==> config.mk <==
export PLATFORM = sky130hd
export DESIGN_NAME = i2c_master_bit_sequencer
export DESIGN_NICKNAME = d
export VERILOG_FILES = /design/src/rtl/core/i2cmbs_pkg.sv /design/src/rtl/core/i2c_master_bit_sequencer.sv /design/src/rtl/core/i2cmbs_phase.sv
export SDC_FILE = /design/constraint.sdc
export NUM_CORES = 1
export LEC_CHECK = 0
export BUFFER_PORTS_ARGS = -buffer_cell sky130_fd_sc_hd__clkbuf_2
export CELL_PAD_IN_SITES_DETAIL_PLACEMENT = 1
export CELL_PAD_IN_SITES_GLOBAL_PLACEMENT = 1
export CORE_MARGIN = 1.5
export CORE_UTILIZATION = 47
export CTS_CLUSTER_DIAMETER = 50
export DETAILED_ROUTE_END_ITERATION = 10
export PLACE_DENSITY_LB_ADDON = 0.25
export SETUP_SLACK_MARGIN = 0.15
export SYNTH_ARGS = -nofsm -noshare
export SYNTH_HDL_FRONTEND = slang
export SYNTH_SLANG_ARGS = --single-unit
==> constraint.sdc <==
create_clock -name clk -period 11.6 [get_ports clk]
set_input_delay 1.16 -clock clk [delete_from_list [all_inputs] [get_ports clk]]
set_output_delay 1.16 -clock clk [all_outputs]
set_load 0.1 [all_outputs]
==> src/rtl/core/i2cmbs_pkg.sv <==
package i2cmbs_pkg;

  localparam logic [2:0] OP_IDLE  = 3'd0;
  localparam logic [2:0] OP_START = 3'd1;
  localparam logic [2:0] OP_STOP  = 3'd2;
  localparam logic [2:0] OP_WRITE = 3'd3;
  localparam logic [2:0] OP_READ  = 3'd4;
  localparam logic [2:0] OP_SACK  = 3'd5;
  localparam logic [2:0] OP_RACK  = 3'd6;

  localparam int unsigned PHASE_W = 5;

  // result of one bus phase
  typedef struct packed {
    logic       scl;
    logic       sda;
    logic [7:0] shift;
    logic [1:0] sub_next;
    logic       ack_load;
    logic       ack_val;
    logic       last;
  } phase_res_t;

  function automatic logic [PHASE_W-1:0] op_len(input logic [2:0] op);
    logic [PHASE_W-1:0] len;
    unique case (op)
      OP_START: len = 5'd4;
      OP_STOP:  len = 5'd3;
      OP_WRITE: len = 5'd24;
      OP_READ:  len = 5'd25;
      OP_SACK:  len = 5'd3;
      OP_RACK:  len = 5'd4;
      default:  len = 5'd0;
    endcase
    return len;
  endfunction

endpackage

==> src/rtl/core/i2c_master_bit_sequencer.sv <==
// channel  | dir | tdata fields, lowest bit first
// s_t*     | in  | mode[2:0] tx_byte[10:3] ack_out[11] sda_in[12], zero pad to 16
// m_t*     | out | scl[0] sda_out[1] busy_res[2] done_res[3] rx_byte[11:4] ack_in[12]
//
// every input item is one bus phase and yields one result item, one item per cycle while the output is not stalled
// the result sits in an output register from the cycle after the item is taken
// rst clears the line levels to released, the sequencer to idle and the output valid
// s_tready drops only while a result waits and m_tready is low
module i2c_master_bit_sequencer import i2cmbs_pkg::*; (
  input  logic        clk,
  input  logic        rst,
  input  logic        s_tvalid,
  output logic        s_tready,
  input  logic [15:0] s_tdata,  // mode, tx_byte, ack_out, sda_in
  output logic        m_tvalid,
  input  logic        m_tready,
  output logic [15:0] m_tdata   // scl, sda_out, busy_res, done_res, rx_byte, ack_in
);

  logic [2:0]         in_mode;
  logic [7:0]         in_tx_byte;
  logic               in_ack_out;
  logic               in_sda_in;
  logic               accept;

  logic               scl_level;
  logic               sda_level;
  logic [2:0]         cur_op;
  logic [PHASE_W-1:0] phase;
  logic [1:0]         sub;
  logic [7:0]         shift;
  logic [7:0]         rx_byte;
  logic               ack_latched;
  logic               ack_to_send;

  logic               scl_level_next;
  logic               sda_level_next;
  logic [2:0]         cur_op_next;
  logic [PHASE_W-1:0] phase_next;
  logic [1:0]         sub_next;
  logic [7:0]         shift_next;
  logic [7:0]         rx_byte_next;
  logic               ack_latched_next;
  logic               ack_to_send_next;
  logic               busy_next;
  logic               done_next;

  logic               cmd_start;
  logic [2:0]         eff_op;
  logic [PHASE_W-1:0] eff_phase;
  logic [1:0]         eff_sub;
  logic [7:0]         eff_shift;
  logic               eff_ack;
  phase_res_t         pres;

  logic [15:0]        out_data;

  assign in_mode    = s_tdata[2:0];
  assign in_tx_byte = s_tdata[10:3];
  assign in_ack_out = s_tdata[11];
  assign in_sda_in  = s_tdata[12];

  assign s_tready = !m_tvalid || m_tready;
  assign accept   = s_tvalid && s_tready;

  // a command is taken only when idle
  assign cmd_start = (cur_op == OP_IDLE) && (in_mode >= OP_START) && (in_mode <= OP_RACK);
  assign eff_op    = cmd_start ? in_mode : cur_op;
  assign eff_phase = cmd_start ? '0 : phase;
  assign eff_sub   = cmd_start ? 2'd0 : sub;
  assign eff_shift = cmd_start ? ((in_mode == OP_WRITE) ? in_tx_byte : 8'd0) : shift;
  assign eff_ack   = cmd_start ? in_ack_out : ack_to_send;

  i2cmbs_phase u_phase (
    .op        (eff_op),
    .phase     (eff_phase),
    .sub       (eff_sub),
    .shift     (eff_shift),
    .ack_send  (eff_ack),
    .sda_in    (in_sda_in),
    .scl_level (scl_level),
    .sda_level (sda_level),
    .res       (pres)
  );

  always_comb begin
    scl_level_next   = scl_level;
    sda_level_next   = sda_level;
    cur_op_next      = cur_op;
    phase_next       = phase;
    sub_next         = sub;
    shift_next       = shift;
    rx_byte_next     = rx_byte;
    ack_latched_next = ack_latched;
    ack_to_send_next = eff_ack;
    busy_next        = 1'b0;
    done_next        = 1'b0;
    if (eff_op != OP_IDLE) begin
      busy_next      = 1'b1;
      scl_level_next = pres.scl;
      sda_level_next = pres.sda;
      shift_next     = pres.shift;
      if (pres.ack_load) ack_latched_next = pres.ack_val;
      if (pres.last) begin
        done_next   = 1'b1;
        cur_op_next = OP_IDLE;
        phase_next  = '0;
        sub_next    = 2'd0;
        if (eff_op == OP_READ) rx_byte_next = pres.shift;
      end else begin
        cur_op_next = eff_op;
        phase_next  = eff_phase + 5'd1;
        sub_next    = pres.sub_next;
      end
    end
  end

  assign out_data = {3'b000, ack_latched_next, rx_byte_next, done_next, busy_next,
                     sda_level_next, scl_level_next};

  always_ff @(posedge clk) begin
    if (rst) begin
      scl_level   <= 1'b1;
      sda_level   <= 1'b1;
      cur_op      <= OP_IDLE;
      phase       <= '0;
      sub         <= 2'd0;
      shift       <= 8'd0;
      rx_byte     <= 8'd0;
      ack_latched <= 1'b0;
      ack_to_send <= 1'b0;
    end else if (accept) begin
      scl_level   <= scl_level_next;
      sda_level   <= sda_level_next;
      cur_op      <= cur_op_next;
      phase       <= phase_next;
      sub         <= sub_next;
      shift       <= shift_next;
      rx_byte     <= rx_byte_next;
      ack_latched <= ack_latched_next;
      ack_to_send <= ack_to_send_next;
    end
  end

  always_ff @(posedge clk) begin
    if (rst) begin
      m_tvalid <= 1'b0;
    end else if (accept) begin
      m_tvalid <= 1'b1;
    end else if (m_tready) begin
      m_tvalid <= 1'b0;
    end
  end

  always_ff @(posedge clk) begin
    if (accept) begin
      m_tdata <= out_data;
    end
  end

endmodule

==> src/rtl/core/i2cmbs_phase.sv <==
module i2cmbs_phase import i2cmbs_pkg::*; (
  input  logic [2:0]         op,
  input  logic [PHASE_W-1:0] phase,
  input  logic [1:0]         sub,
  input  logic [7:0]         shift,
  input  logic               ack_send,
  input  logic               sda_in,
  input  logic               scl_level,
  input  logic               sda_level,
  output phase_res_t         res
);

  logic [PHASE_W:0] phase_inc;

  assign phase_inc = {1'b0, phase} + {{PHASE_W{1'b0}}, 1'b1};

  always_comb begin
    res          = '0;
    res.scl      = scl_level;
    res.sda      = sda_level;
    res.shift    = shift;
    res.sub_next = (sub == 2'd2) ? 2'd0 : sub + 2'd1;
    res.ack_val  = sda_in;
    res.last     = phase_inc >= {1'b0, op_len(op)};
    unique case (op)
      OP_START: begin
        if (phase == 5'd0) res.sda = 1'b1;
        else if (phase == 5'd1) res.scl = 1'b1;
        else if (phase == 5'd2) res.sda = 1'b0;
        else res.scl = 1'b0;
      end
      OP_STOP: begin
        if (phase == 5'd0) res.sda = 1'b0;
        else if (phase == 5'd1) res.scl = 1'b1;
        else res.sda = 1'b1;
      end
      OP_WRITE: begin
        // any set msb releases sda
        if (sub == 2'd0) res.sda = shift[7];
        else if (sub == 2'd1) res.scl = 1'b1;
        else begin
          res.scl   = 1'b0;
          res.shift = {shift[6:0], 1'b0};
        end
      end
      OP_READ: begin
        if (phase == 5'd0) begin
          res.sda      = 1'b1;
          res.sub_next = 2'd0;
        end else if (sub == 2'd0) res.scl = 1'b1;
        else if (sub == 2'd1) res.shift = {shift[6:0], sda_in};
        else res.scl = 1'b0;
      end
      OP_SACK: begin
        if (phase == 5'd0) res.sda = ack_send;
        else if (phase == 5'd1) res.scl = 1'b1;
        else res.scl = 1'b0;
      end
      OP_RACK: begin
        if (phase == 5'd0) res.sda = 1'b1;
        else if (phase == 5'd1) res.scl = 1'b1;
        else if (phase == 5'd2) res.ack_load = 1'b1;
        else res.scl = 1'b0;
      end
      default: begin
        res.last = 1'b0;
      end
    endcase
  end

endmodule

==> implementation parameters <==
Parameter                              Value

Outcome
  Result of the run    completed

Timing
  Transition at the pin with the smallest max-transition slack    999 ps
  Endpoints failing setup    0
  Final max-slew violation count    0
  Maximum clock frequency    0.193 GHz
  Post-route minimum period    5180 ps
  Portion of the clock cycle consumed by the worst path in the final layout    44.7%
  Setup TNS    0 ps
  Setup repair after global routing missed its margin    false
  Post-Route Skew    6.35 ps
  Worst slew slack as a fraction of its limit    33.4%
  Hold violation count in the final report    0
  Min setup slack post-route    6420 ps

Floorplanning
  Floorplan Core Area    5960 sq um
  Rows    28
  Die area    6670 sq um
  I/O pin cnt    38
  Initial Utilization    48.9%
  Die height    81.7 um
  Floorplan die width    81.7 um

Global routing
  Pin count of the biggest net entering global routing    27
  Gr ovfl total    0
  Number of global-route vias before repair    2,745
  All-layer global routing usage    27.0%
  Number of antenna violations at the first check in global routing    0
  Global-route wire length before repair    13.8 mm

Placement
  Gp weighted congestion    0.910
  Total of buffers placed on input and output ports    31
  Setup slack after placement    6100 ps
  HPWL after detailed placement    6.04 mm

Setup path
  Cell chain of the critical path    clkbuf_2 -> or3_1 -> a41oi_1 -> inv_1 -> ha_1 -> o21ai_0 -> o31a_1 -> nand2_1 -> ha_1 -> nand2b_1 -> a211oi_1 -> o21bai_1 -> a221oi_2 -> buf_4 -> or4_1 -> o32ai_1
  Critical Path RT    11,770 ps
  Reg2Reg Launch Point    cur_op[0]
  Worst-path maximum fanout    15
  Cell depth of the worst flop-to-flop path    13
  Number of buffer and inverter stages on the critical path    3
  Destination of the worst register-to-register timing path    rx_byte[3]
  Cell mode on critical path    ha_1
  Crit path arrival time    5350 ps
  Setup CP Type    primary input to flop
  Crit. End Element    flop
  Slowest stage delay, CP    590 ps
  Top cell family by delay on the critical path    compound AO/OA/AOI/OAI gates
  CP startpoint kind    primary input
  Internal reg-to-reg setup slack    7280 ps
  Cell with the largest stage delay on the worst path    a221oi_2

Min path
  Worst Hold Depth    2
  Hold Crit Start    phase[1]
  Endpoint of the worst hold-timing path    phase[1]
  Path category of the worst min-delay check    flop to flop

Route
  Drc violations    0
  Total via count in the routed design    2,720
  Post-Route WL    8.37 mm
  Count of TritonRoute iterations in the first routing pass    4
  Violation count after the first detailed-routing iteration    215
  Via-per-instance ratio    6.27
  Post-route antenna net violation count    0
  Routed length per instance    19.3 um

Power
  Int Power    265 uW
  Max VDD drop    0.0861 mV
  P_leak    1.16 nW
  Switching share of total power    43.3%
  Clock share of power    20.9%
  Combinational cell fraction of total power    40.3%
  Sequential share of power    38.8%
  Switch Pwr    203 uW
  Total power per unit cell area    149 nW/um^2

Synthesis
  Yosys cell types    70
  Synthesized netlist cell count    341
  Syn Area/Cell    8.53 sq um
  Most area-consuming cells after synthesis    dfxtp_1 21%, edfxtp_1 13%, ha_1 4.7%
  Flop and latch count out of synthesis    44
  Top_reg_cell synth    dfxtp_1
  Mapped cell area    2910 sq um
  Synth area leader    dfxtp_1
  Sequential element share of the synthesized area    34.7%
  Synth top area share    21.3%
  Share of async-settable or async-resettable flops after synthesis    0%
  EDFF count, synth    13
  Synth warn    0

CTS
  Maximum number of buffers from clock root to sink    2
  Cts bufs inserted    5
  Setup bufs post-CTS    0
  Clock tree from TritonCTS    yes
  Root Driver    clkbuf_8
  Total of cells resized after clock tree synthesis    0
  Post-CTS clock slew at the launch and capture registers of the worst setup and hold paths    90 ps
  CTS H-tree lvls    2
  Quantity of hold-fixing buffers added after cts    0
  Worst-Skew Late Latency    300 ps
  Number of sinks on the clock net    44

Layout
  Number of filler instances in the final layout    738
  P&R area growth vs syn    7.91%
  Sequential cell area    1010 sq um
  Final #Nets    389
  Multi-input gate area in the final layout    1700 sq um
  Number of diodes    0
  Fraction of layout instances using a drive strength above 1    17.3%

Flow run
  Number of max-cap violations    0
==> worst reg2reg max path: cells and delay by family (launching register included) <==
family	cells	cell delay, ps
compound gates	4	1010
fa+ha+maj	2	520
xor+xnor	1	250
simple gates	4	1520
buf+inv	2	440
flops	1	470
==> synthesized netlist by cell type (3+ instances only) <==
library cell,n
clkbuf_1,10
a21oi_1,27
a211oi_1,4
a31oi_1,4
nand2_1,27
o31ai_1,4
o32ai_1,7
mux2_2,5
dfxtp_1,31
nor2_1,24
nor3b_1,5
o21ai_0,16
mux2i_1,7
nand3_1,17
edfxtp_1,13
o211ai_1,7
and3_1,3
buf_4,4
o21ai_1,8
buf_2,11
or2_1,4
o21a_1,3
nand2b_1,5
nor3_1,8
ha_1,11
inv_1,18
==> metrics by stage <==
step | cells | power, mW | util [%] | area, sq um | hold slack, ps
finish | 434 | 0.468 | 52.7 | 3140 | 468
global route | 434 | 0.494 | 52.7 | 3140 | 506
global placement | 426 | 0.367 | 51.3 | 3060 | 457
detailed placement | 426 | 0.372 | 51.3 | 3060 | 457
floorplan | 343 | 0.332 | - | 2920 | 441
CTS | 434 | 0.468 | 52.7 | 3140 | 469
==> kinds of logic after synthesis <==
family,share of synthesized area (%)
other cells,0.129
mux,4.34
fa+ha+maj,4.73
xor+xnor,0.903
flops,34.7
buf+inv,7.05
simple gates,20.9
compound gates,27.2
==> layout make-up <==
| type | count | area share, % |
|---|---|---|
| clock buffer | 6 | 2.31 |
| timing repair buffer | 34 | 5.66 |
| multi-input combinational | 254 | 54.2 |
| tap | 75 | 2.99 |
| clock inverter | 2 | 0.398 |
| sequential | 44 | 32.2 |
| inverter | 19 | 2.27 |
==> metal layers <==
metal / up-vias / track usage, % / wire [um]
li1: 1305 / - / -
met5: - / 0 / 0
met3: 9 / 4.67 / 454
met1: 1338 / 34.7 / 3720
met2: 68 / 47.2 / 4100
met4: 0 / 5.76 / 91
==> flip-flops by register name, summed over array words and instances (netlist names) <==
register     flops
m_tdata         13
rx_byte          8
ack_latched      1
shift            8
scl_level        1
m_tvalid         1
sda_level        1
cur_op           3
ack_to_send      1
sub              2
phase            5
==> placed cells by master, fill, tap and decap left out, types with 3 or more instances in the layout <==
master,netlist,routed
dfxtp_1,31,31
inv_1,18,18
nor2_1,24,24
a31oi_1,4,4
mux2i_1,7,7
and3_1,3,3
nand2b_1,5,5
nand3_1,17,17
nand2_1,27,27
ha_1,11,11
o21ai_1,8,8
conb_1,1,3
clkbuf_2,0,31
a21oi_1,27,27
a211oi_1,4,4
o32ai_1,7,7
or2_1,4,4
edfxtp_1,13,13
nor3b_1,5,5
o211ai_1,7,7
o21a_1,3,3
mux2_2,5,5
o31ai_1,4,4
nor3_1,8,8
buf_4,4,3
o21ai_0,16,16
clkbuf_8,0,5
==> power by group through the flow <==
stage,Combinational [mW],Clock (mW),Sequential (mW)
2_1_floorplan,0.118,0,0.214
4_1_cts,0.187,0.0995,0.182
3_3_place_gp,0.183,0,0.184
5_1_grt,0.206,0.105,0.184
6_report,0.189,0.0978,0.182
3_5_place_dp,0.187,0,0.185
==> worst max-delay path by stage <==
stage / from / to / cells after the start
after floorplan: s_tdata[2] / m_tdata[10] / 15
after global placement: s_tdata[1] / rx_byte[3] / 16
after detailed placement: s_tdata[1] / rx_byte[3] / 16
after CTS: s_tdata[1] / rx_byte[3] / 16
after global routing: s_tdata[1] / rx_byte[5] / 16
final: s_tdata[1] / rx_byte[3] / 16
(Power assumes the default switching activity.)
